<file path="src/fletcher_bit_serial_checker_core_assert.svh">
// Assertion macros shared by the checker RTL.
// Needs no package; each use names its own clock and active-low reset.
`ifndef FLETCHER_BIT_SERIAL_CHECKER_CORE_ASSERT_SVH
`define FLETCHER_BIT_SERIAL_CHECKER_CORE_ASSERT_SVH

// Same-cycle implication, checked outside reset.
`define FBSC_ASSERT_NOW(label, clk, rst_n, ante, cons) \
    label: assert property (@(posedge clk) disable iff (!(rst_n)) (ante) |-> (cons)) \
        else $error("fbsc assertion failed");

// Next-cycle implication, checked outside reset.
`define FBSC_ASSERT_NEXT(label, clk, rst_n, ante, cons) \
    label: assert property (@(posedge clk) disable iff (!(rst_n)) (ante) |=> (cons)) \
        else $error("fbsc assertion failed");

`endif

</file>
<file path="src/fbsc_pkg.sv">
// Shared widths, types and helper functions of the Fletcher bit-serial checker.
// Used by fbsc_modred and fletcher_bit_serial_checker_core.
package fbsc_pkg;

    localparam int MAX_BLOCK = 16;
    localparam int K_W       = 5;
    localparam int SUM_W     = 16;
    localparam int TAIL_W    = 32;
    localparam int CNT_W     = 6;
    localparam int FILL_W    = 5;
    localparam int RED_W     = SUM_W + 1;
    localparam int S_DATA_W  = 8;
    localparam int M_DATA_W  = 72;

    typedef enum logic [3:0] {
        ST_IDLE       = 4'b0001,
        ST_RED_FIRST  = 4'b0010,
        ST_RED_SECOND = 4'b0100,
        ST_FINISH     = 4'b1000
    } state_t;

    // Request to the modular reduction unit.
    typedef struct packed {
        logic             start;
        logic [SUM_W-1:0] op_a;
        logic [SUM_W-1:0] op_b;
        logic [K_W-1:0]   k;
    } modred_req_t;

    // Answer from the modular reduction unit.
    typedef struct packed {
        logic             done;
        logic [SUM_W-1:0] result;
    } modred_rsp_t;

    // Block sizes of zero act as one, and sizes above the maximum as the maximum.
    function automatic logic [K_W-1:0] eff_block(input logic [K_W-1:0] raw);
        logic [K_W-1:0] k;
        if (raw == '0) begin
            k = K_W'(1);
        end else if (raw > K_W'(MAX_BLOCK)) begin
            k = K_W'(MAX_BLOCK);
        end else begin
            k = raw;
        end
        return k;
    endfunction

endpackage

</file>
<file path="src/fletcher_bit_serial_checker_core.sv">
// Top level of the Fletcher bit-serial checker: frame shift registers, sequencer, output item.
// Depends on fbsc_pkg, fbsc_modred and the assertion macro header.
//
// Frame bits enter one per item, most significant first, with tlast on the final bit. The
// newest 2k bits sit in a shift register and each older bit shifts into a block register.
// An item that completes a k-bit block runs two reductions modulo 2^k-1 in one shared
// fold unit, one after the other, during which tready is low. While k stays fixed each
// reduction needs at most one fold; after the block size has shrunk mid-frame a reduction
// may need up to about 17 folds. The final item of a frame passes through a finish state
// that loads the result item, waiting while the previous result item has not yet been
// taken; the frame state is then cleared. The user must write the block size through
// cfg_we/cfg_wdata only while no frame work is pending; the block itself does not enforce
// this.
`include "fletcher_bit_serial_checker_core_assert.svh"

module fletcher_bit_serial_checker_core
    import fbsc_pkg::*;
(
    input  logic                aclk,
    input  logic                aresetn,
    input  logic                cfg_we,
    input  logic [K_W-1:0]      cfg_wdata,       // block_bits
    input  logic                s_tvalid,
    output logic                s_tready,
    input  logic [S_DATA_W-1:0] s_tdata,         // [0] frame_bit, rest zero
    input  logic                s_tlast,         // frame_end
    output logic                m_tvalid,
    input  logic                m_tready,
    output logic [M_DATA_W-1:0] m_tdata,         // [0] match, [32:1] computed_sum,
                                                 // [64:33] received_sum, rest zero
    output logic                m_tuser          // too_short
);

    logic [K_W-1:0]      block_bits_reg, block_bits_next;
    state_t              state_reg, state_next;
    logic [TAIL_W-1:0]   tail_reg, tail_next;
    logic [CNT_W-1:0]    seen_reg, seen_next;
    logic [SUM_W-1:0]    accum_reg, accum_next;
    logic [FILL_W-1:0]   fill_reg, fill_next;
    logic [SUM_W-1:0]    first_reg, first_next;
    logic [SUM_W-1:0]    second_reg, second_next;
    logic                end_reg, end_next;
    logic                m_valid_reg, m_valid_next;
    logic [M_DATA_W-1:0] m_data_reg, m_data_next;
    logic                m_user_reg, m_user_next;

    logic [K_W-1:0]      k;
    logic [CNT_W-1:0]    cw;
    logic [CNT_W-1:0]    seen_cap;
    logic [CNT_W-1:0]    seen_inc;
    logic [TAIL_W-1:0]   tail_mask;
    logic                old_bit;
    logic [SUM_W-1:0]    accum_shift;
    logic [FILL_W-1:0]   fill_inc;
    logic                in_accept;
    logic                block_done;
    logic                out_free;
    logic                short_frame;
    logic [TAIL_W-1:0]   computed;
    modred_req_t         red_req;
    modred_rsp_t         red_rsp;

    fbsc_modred u_modred (
        .aclk    (aclk),
        .aresetn (aresetn),
        .req     (red_req),
        .rsp     (red_rsp)
    );

    assign k         = eff_block(block_bits_reg);
    assign cw        = {CNT_W'(k)} << 1;
    assign seen_cap  = cw + CNT_W'(1);
    assign seen_inc  = seen_reg + CNT_W'(1);
    assign tail_mask = TAIL_W'(({1'b0, {TAIL_W{1'b1}}} >> (CNT_W'(TAIL_W) - cw)));
    assign old_bit   = tail_reg[K_W'(cw - CNT_W'(1))];
    assign accum_shift = {accum_reg[SUM_W-2:0], old_bit};
    assign fill_inc  = fill_reg + FILL_W'(1);

    assign s_tready  = (state_reg == ST_IDLE);
    assign in_accept = s_tvalid && s_tready;
    // Once the checksum window is full, the bit leaving it is a data bit.
    assign block_done = (seen_reg >= cw) && (fill_inc >= FILL_W'(k));
    assign out_free   = !m_valid_reg || m_tready;
    assign short_frame = (seen_reg <= cw);
    assign computed   = (TAIL_W'(second_reg) << k) | TAIL_W'(first_reg);

    assign m_tvalid = m_valid_reg;
    assign m_tdata  = m_data_reg;
    assign m_tuser  = m_user_reg;

    always_comb begin
        block_bits_next = cfg_we ? cfg_wdata : block_bits_reg;
        state_next   = state_reg;
        tail_next    = tail_reg;
        seen_next    = seen_reg;
        accum_next   = accum_reg;
        fill_next    = fill_reg;
        first_next   = first_reg;
        second_next  = second_reg;
        end_next     = end_reg;
        m_valid_next = m_valid_reg;
        m_data_next  = m_data_reg;
        m_user_next  = m_user_reg;
        red_req.start = 1'b0;
        red_req.op_a  = first_reg;
        red_req.op_b  = accum_shift;
        red_req.k     = k;

        if (m_valid_reg && m_tready) begin
            m_valid_next = 1'b0;
        end

        unique case (state_reg)
            ST_IDLE: begin
                if (in_accept) begin
                    end_next  = s_tlast;
                    tail_next = {tail_reg[TAIL_W-2:0], s_tdata[0]} & tail_mask;
                    seen_next = (seen_inc > seen_cap) ? seen_cap : seen_inc;
                    if (seen_reg >= cw) begin
                        if (block_done) begin
                            accum_next    = '0;
                            fill_next     = '0;
                            red_req.start = 1'b1;
                            state_next    = ST_RED_FIRST;
                        end else begin
                            accum_next = accum_shift;
                            fill_next  = fill_inc;
                        end
                    end
                    if (!block_done && s_tlast) begin
                        state_next = ST_FINISH;
                    end
                end
            end
            ST_RED_FIRST: begin
                red_req.op_a = second_reg;
                red_req.op_b = red_rsp.result;
                if (red_rsp.done) begin
                    first_next    = red_rsp.result;
                    red_req.start = 1'b1;
                    state_next    = ST_RED_SECOND;
                end
            end
            ST_RED_SECOND: begin
                if (red_rsp.done) begin
                    second_next = red_rsp.result;
                    state_next  = end_reg ? ST_FINISH : ST_IDLE;
                end
            end
            ST_FINISH: begin
                if (out_free) begin
                    m_valid_next = 1'b1;
                    m_user_next  = short_frame;
                    if (short_frame) begin
                        m_data_next = '0;
                    end else begin
                        m_data_next = {7'b0, tail_reg, computed, computed == tail_reg};
                    end
                    tail_next   = '0;
                    seen_next   = '0;
                    accum_next  = '0;
                    fill_next   = '0;
                    first_next  = '0;
                    second_next = '0;
                    end_next    = 1'b0;
                    state_next  = ST_IDLE;
                end
            end
            default: begin
                state_next = ST_IDLE;
            end
        endcase
    end

    always_ff @(posedge aclk) begin
        if (!aresetn) begin
            block_bits_reg <= K_W'(8);
            state_reg      <= ST_IDLE;
            tail_reg       <= '0;
            seen_reg       <= '0;
            accum_reg      <= '0;
            fill_reg       <= '0;
            first_reg      <= '0;
            second_reg     <= '0;
            end_reg        <= 1'b0;
            m_valid_reg    <= 1'b0;
        end else begin
            block_bits_reg <= block_bits_next;
            state_reg      <= state_next;
            tail_reg       <= tail_next;
            seen_reg       <= seen_next;
            accum_reg      <= accum_next;
            fill_reg       <= fill_next;
            first_reg      <= first_next;
            second_reg     <= second_next;
            end_reg        <= end_next;
            m_valid_reg    <= m_valid_next;
        end
        m_data_reg <= m_data_next;
        m_user_reg <= m_user_next;
    end

    `FBSC_ASSERT_NOW(a_done_in_reduce, aclk, aresetn, red_rsp.done, (state_reg == ST_RED_FIRST) || (state_reg == ST_RED_SECOND))
    `FBSC_ASSERT_NOW(a_seen_capped, aclk, aresetn, 1'b1, seen_reg <= CNT_W'(2 * MAX_BLOCK + 1))
    `FBSC_ASSERT_NOW(a_short_zero, aclk, aresetn, m_valid_reg && m_user_reg, m_data_reg == '0)
    `FBSC_ASSERT_NEXT(a_clear_after_out, aclk, aresetn, (state_reg == ST_FINISH) && out_free, (seen_reg == '0) && m_valid_reg)
    `FBSC_ASSERT_NEXT(a_block_starts_red, aclk, aresetn, in_accept && block_done, state_reg == ST_RED_FIRST)

endmodule

</file>
<file path="src/fbsc_modred.sv">
// Iterative reduction of a sum of two 16-bit values modulo 2^k-1.
// Depends on fbsc_pkg for the request and answer structs.
module fbsc_modred
    import fbsc_pkg::*;
(
    input  logic        aclk,
    input  logic        aresetn,
    input  modred_req_t req,
    output modred_rsp_t rsp
);

    logic             busy_reg, busy_next;
    logic [RED_W-1:0] acc_reg, acc_next;
    logic [K_W-1:0]   k_reg, k_next;
    logic [RED_W-1:0] high_part;
    logic [RED_W-1:0] low_mask;
    logic             settled;

    // Since 2^k is 1 modulo 2^k-1, the part above bit k folds back onto the low part.
    assign high_part = acc_reg >> k_reg;
    assign low_mask  = (RED_W'(1) << k_reg) - RED_W'(1);
    assign settled   = (high_part == '0);

    assign rsp.done   = busy_reg && settled;
    assign rsp.result = (acc_reg == low_mask) ? '0 : acc_reg[SUM_W-1:0];

    always_comb begin
        busy_next = busy_reg;
        acc_next  = acc_reg;
        k_next    = k_reg;
        if (req.start) begin
            busy_next = 1'b1;
            acc_next  = RED_W'(req.op_a) + RED_W'(req.op_b);
            k_next    = req.k;
        end else if (busy_reg) begin
            if (settled) begin
                busy_next = 1'b0;
            end else begin
                acc_next = (acc_reg & low_mask) + high_part;
            end
        end
    end

    always_ff @(posedge aclk) begin
        if (!aresetn) begin
            busy_reg <= 1'b0;
        end else begin
            busy_reg <= busy_next;
        end
        acc_reg <= acc_next;
        k_reg   <= k_next;
    end

endmodule
</file>
<file path="config.mk">
export PLATFORM = sky130hd
export DESIGN_NAME = fletcher_bit_serial_checker_core
export DESIGN_NICKNAME = d
export VERILOG_FILES = /design/src/fbsc_pkg.sv /design/src/fletcher_bit_serial_checker_core.sv /design/src/fbsc_modred.sv
export VERILOG_INCLUDE_DIRS = /design/src /design/src/src
export SDC_FILE = /design/constraint.sdc
export NUM_CORES = 1
export LEC_CHECK = 0
export ABC_AREA = 1
export BUFFER_PORTS_ARGS = -buffer_cell sky130_fd_sc_hd__clkbuf_2
export CORE_MARGIN = 2
export CORE_UTILIZATION = 33
export DETAILED_ROUTE_END_ITERATION = 16
export PLACE_DENSITY = 0.51
export RECOVER_POWER = 100
export SLEW_MARGIN = 20
export SYNTH_ARGS = -nofsm -noshare
export SYNTH_HDL_FRONTEND = slang
export SYNTH_SLANG_ARGS = --single-unit
</file>
<file path="constraint.sdc">
create_clock -name aclk -period 6 [get_ports aclk]
set_clock_uncertainty 0.05 [all_clocks]
set_input_delay 0.9 -clock aclk [delete_from_list [all_inputs] [get_ports aclk]]
set_output_delay 0.9 -clock aclk [all_outputs]
set_load 0.02 [all_outputs]
</file>
==> flow_summary.json <==
{
  "syn_area_um2": 12960,
  "clock.fmax_mhz": 184.0,
  "die_h_um": 202.2,
  "fp.dieArea_um2": 40880,
  "drv_cap": 6,
  "synth_adder_area_share_pct": 7.066,
  "synth_cells": 1879,
  "violations": "capacitance limit, slew limit",
  "timing.rr.start": "u_modred.k_reg[4]",
  "io_pins": 94,
  "yosysSeqAreaShare_pct": 36.14,
  "status": "finished, violations left",
  "r2r-end": "u_modred.acc_reg[12]",
  "p_per_area_nw_per_um2": 307.2,
  "yosys.area_share.simple_pct": 32.99,
  "hold_viol_final": 0,
  "initial_core_util_pct": 33.46,
  "clk_pin_slew_ns": 0.08,
  "synthArstFlopShare_pct": 0,
  "antenna_found_initial": 0,
  "slew_headroom_pct": -128.8,
  "crit_slowest_cell": "edfxtp_1",
  "grt_pass1_vias": 11480,
  "p_leak_nw": 6.011,
  "grt.overflow.total": 0,
  "htreeDepth": 4,
  "synth-edff-count": 88,
  "synth_compound_area_share_pct": 12.56,
  "avgSynthCellArea_um2": 6.899,
  "fillers": 4255,
  "ir_drop_uv": 225.2,
  "gp_congestion": 0.8802,
  "synth_top_area_share_pct": 20.39,
  "fin_cells": 2456,
  "track_usage_pct": 21.67,
  "crit_start": "u_modred.k_reg[4]",
  "wire_per_inst_um": 18.22,
  "tightestPinTransition_ns": 3.432,
  "grt_max_degree": 67,
  "drc_errors": 0,
  "holdBufCountCts": 0,
  "die_x_um": 202.2,
  "fin_util_pct": 36.96,
  "use_met2_pct": 33.97,
  "first_pass_iters": 6,
  "place.port_buffers": 79,
  "whs_ns": 0.4171,
  "met1_usage_pct": 31.77,
  "drt_iter0_drc": 1116,
  "layout.nets": 2016,
  "vias_per_cell": 5.130,
  "crit_family": "simple AND/OR/NAND/NOR gates",
  "cp_data_arrival_time_ns": 5.60,
  "rsz0062_at_grt": "false",
  "coreArea_um2": 38740,
  "clock_latency_ns": 0.45,
  "final_common_cell": "nand2_1",
  "tns_ns": 0,
  "drive_gt1_share_pct": 5.108,
  "busiest_layer": "met2",
  "crit_end": "u_modred.acc_reg[12]",
  "cts_buffers": 17,
  "largest_register_ffs": 65,
  "area_growth_pct": 10.44,
  "p_total_mw": 4.398,
  "crit_buf_inv": 3,
  "criticalPathCategory": "flop to flop",
  "muxShareOfSynthArea_pct": 0,
  "final_cell_mix": "nand2_1, nand3_1, nor2_1",
  "grt_first_pass_wirelength_mm": 67.86,
  "rows": 72,
  "met3_usage_pct": 3.112,
  "rr_worst_depth": 28,
  "antennaDiodeCount": 0,
  "clock_path_buffers": 2,
  "drtAntennaViolNets": 0,
  "cts.sinks": 190,
  "yosysTopAreaCell": "edfxtp_1",
  "dpl.cell_count": 2423,
  "worstPathMaxFanout": 10,
  "hold_path.class": "flop to flop",
  "period_share_pct": 90.56,
  "vias": 12600,
  "wl_mm": 44.74,
  "clk_root_buffer_cell": "clkbuf_16",
  "synth_seq_cells": 190,
  "crit_required_ns": 6.16,
  "slew_violations": 273,
  "crit_path_end_kind": "flop",
  "setup.worst_path.start_class": "flop",
  "dp_hpwl_mm": 34.53,
  "finalSetupViolations": 0,
  "yosysWarnings": 0,
  "synthXorXnorAreaFrac_pct": 2.703,
  "cts_tree": "built",
  "period_needed_ns": 5.433,
  "critPathMaxStageDelay_ns": 0.54,
  "r2r_slack_ns": 0.57,
  "synth_cell_type_count": 49,
  "cp.depth": 28,
  "cp_common_cell": "nand2_1",
  "synth_top_family_by_area": "simple AND/OR/NAND/NOR gates",
  "ys.flop_type": "dfxtp_1",
  "synthTopCellsByArea": "edfxtp_1, dfxtp_1, nand2_1, nand3_1, ha_1"
}
-- where the power goes --
group	switching (mW)	total [mW]	internal, mW
sequential	0.112	1.59	1.48
combinational	1.16	1.61	0.456
clock	0.587	1.19	0.608
-- how the worst min path moves through the flow --
stage,depth (start not counted),start,endpoint
floorplan,2,first_reg[11],first_reg[11]
global placement,2,first_reg[1],first_reg[1]
detailed placement,2,first_reg[11],first_reg[11]
CTS,2,first_reg[11],first_reg[11]
global route,2,first_reg[4],first_reg[4]
finish,2,first_reg[9],first_reg[9]
-- cells by family after synthesis --
logic type | Yosys count
other | 1
AO/OA/AOI/OAI | 302
AND/OR/NAND/NOR | 1007
buffers and inverters | 267
XOR/XNOR | 40
adder cells (fa/ha/maj) | 72
flip-flops | 190
-- stage by stage --
step / instance area, um^2 / setup WS [ns]
after floorplan: 12990 / 0.2833
after global placement: 13840 / 0.4838
after detailed placement: 13840 / 0.4475
after CTS: 14450 / 0.3986
after global routing: 14320 / 0.08129
final: 14320 / 0.5667
-- layout make-up --
| cell class | count | area, um^2 | area share, % |
|---|---|---|---|
| Multi-Input combinational cell | 1428 | 7198 | 50.28 |
| Clock buffer | 18 | 439.2 | 3.068 |
| Clock inverter | 14 | 165.2 | 1.154 |
| Tap cell | 518 | 648.1 | 4.527 |
| Inverter | 181 | 679.4 | 4.746 |
| Sequential cell | 190 | 4684 | 32.72 |
| Timing Repair Buffer | 107 | 501.7 | 3.505 |
-- synth_stat cells, types with 4 or more instances --
master    instances
inv_2             9
xor2_1           23
and2_1            4
buf_4            13
buf_2            18
buf_6             4
nand2_2           9
buf_1             5
inv_1           171
edfxtp_1         88
nor2_1          203
nand2_1         501
nor4_1            4
a21oi_1         140
nand4_1          24
xnor2_1          17
clkbuf_1         46
o21ai_0         101
o21ai_1          28
nor3_1           11
nand3_1         234
ha_1             70
dfxtp_1         102
o211ai_1          9
-- tightest hold or removal path, delay by kind of cell, from the launching register on --
family	cells	cell delay, ns
DFF	1	0.31
and+or+nand+nor	1	0.06
AOI/OAI and AO/OA	1	0.05
-- what timing repair did --
action,in CTS,in global routing
buffers inserted,0,1
setup endpoints to repair,0,4
resized for setup,0,1
-- metal layers --
layer | wire length, um | share of wire, %
met4 | 708 | 1.6
met3 | 2223 | 5.0
met5 | 0 | 0
met1 | 21940 | 49
met2 | 19860 | 44
Note: power is estimated with default switching activity, not from simulation.
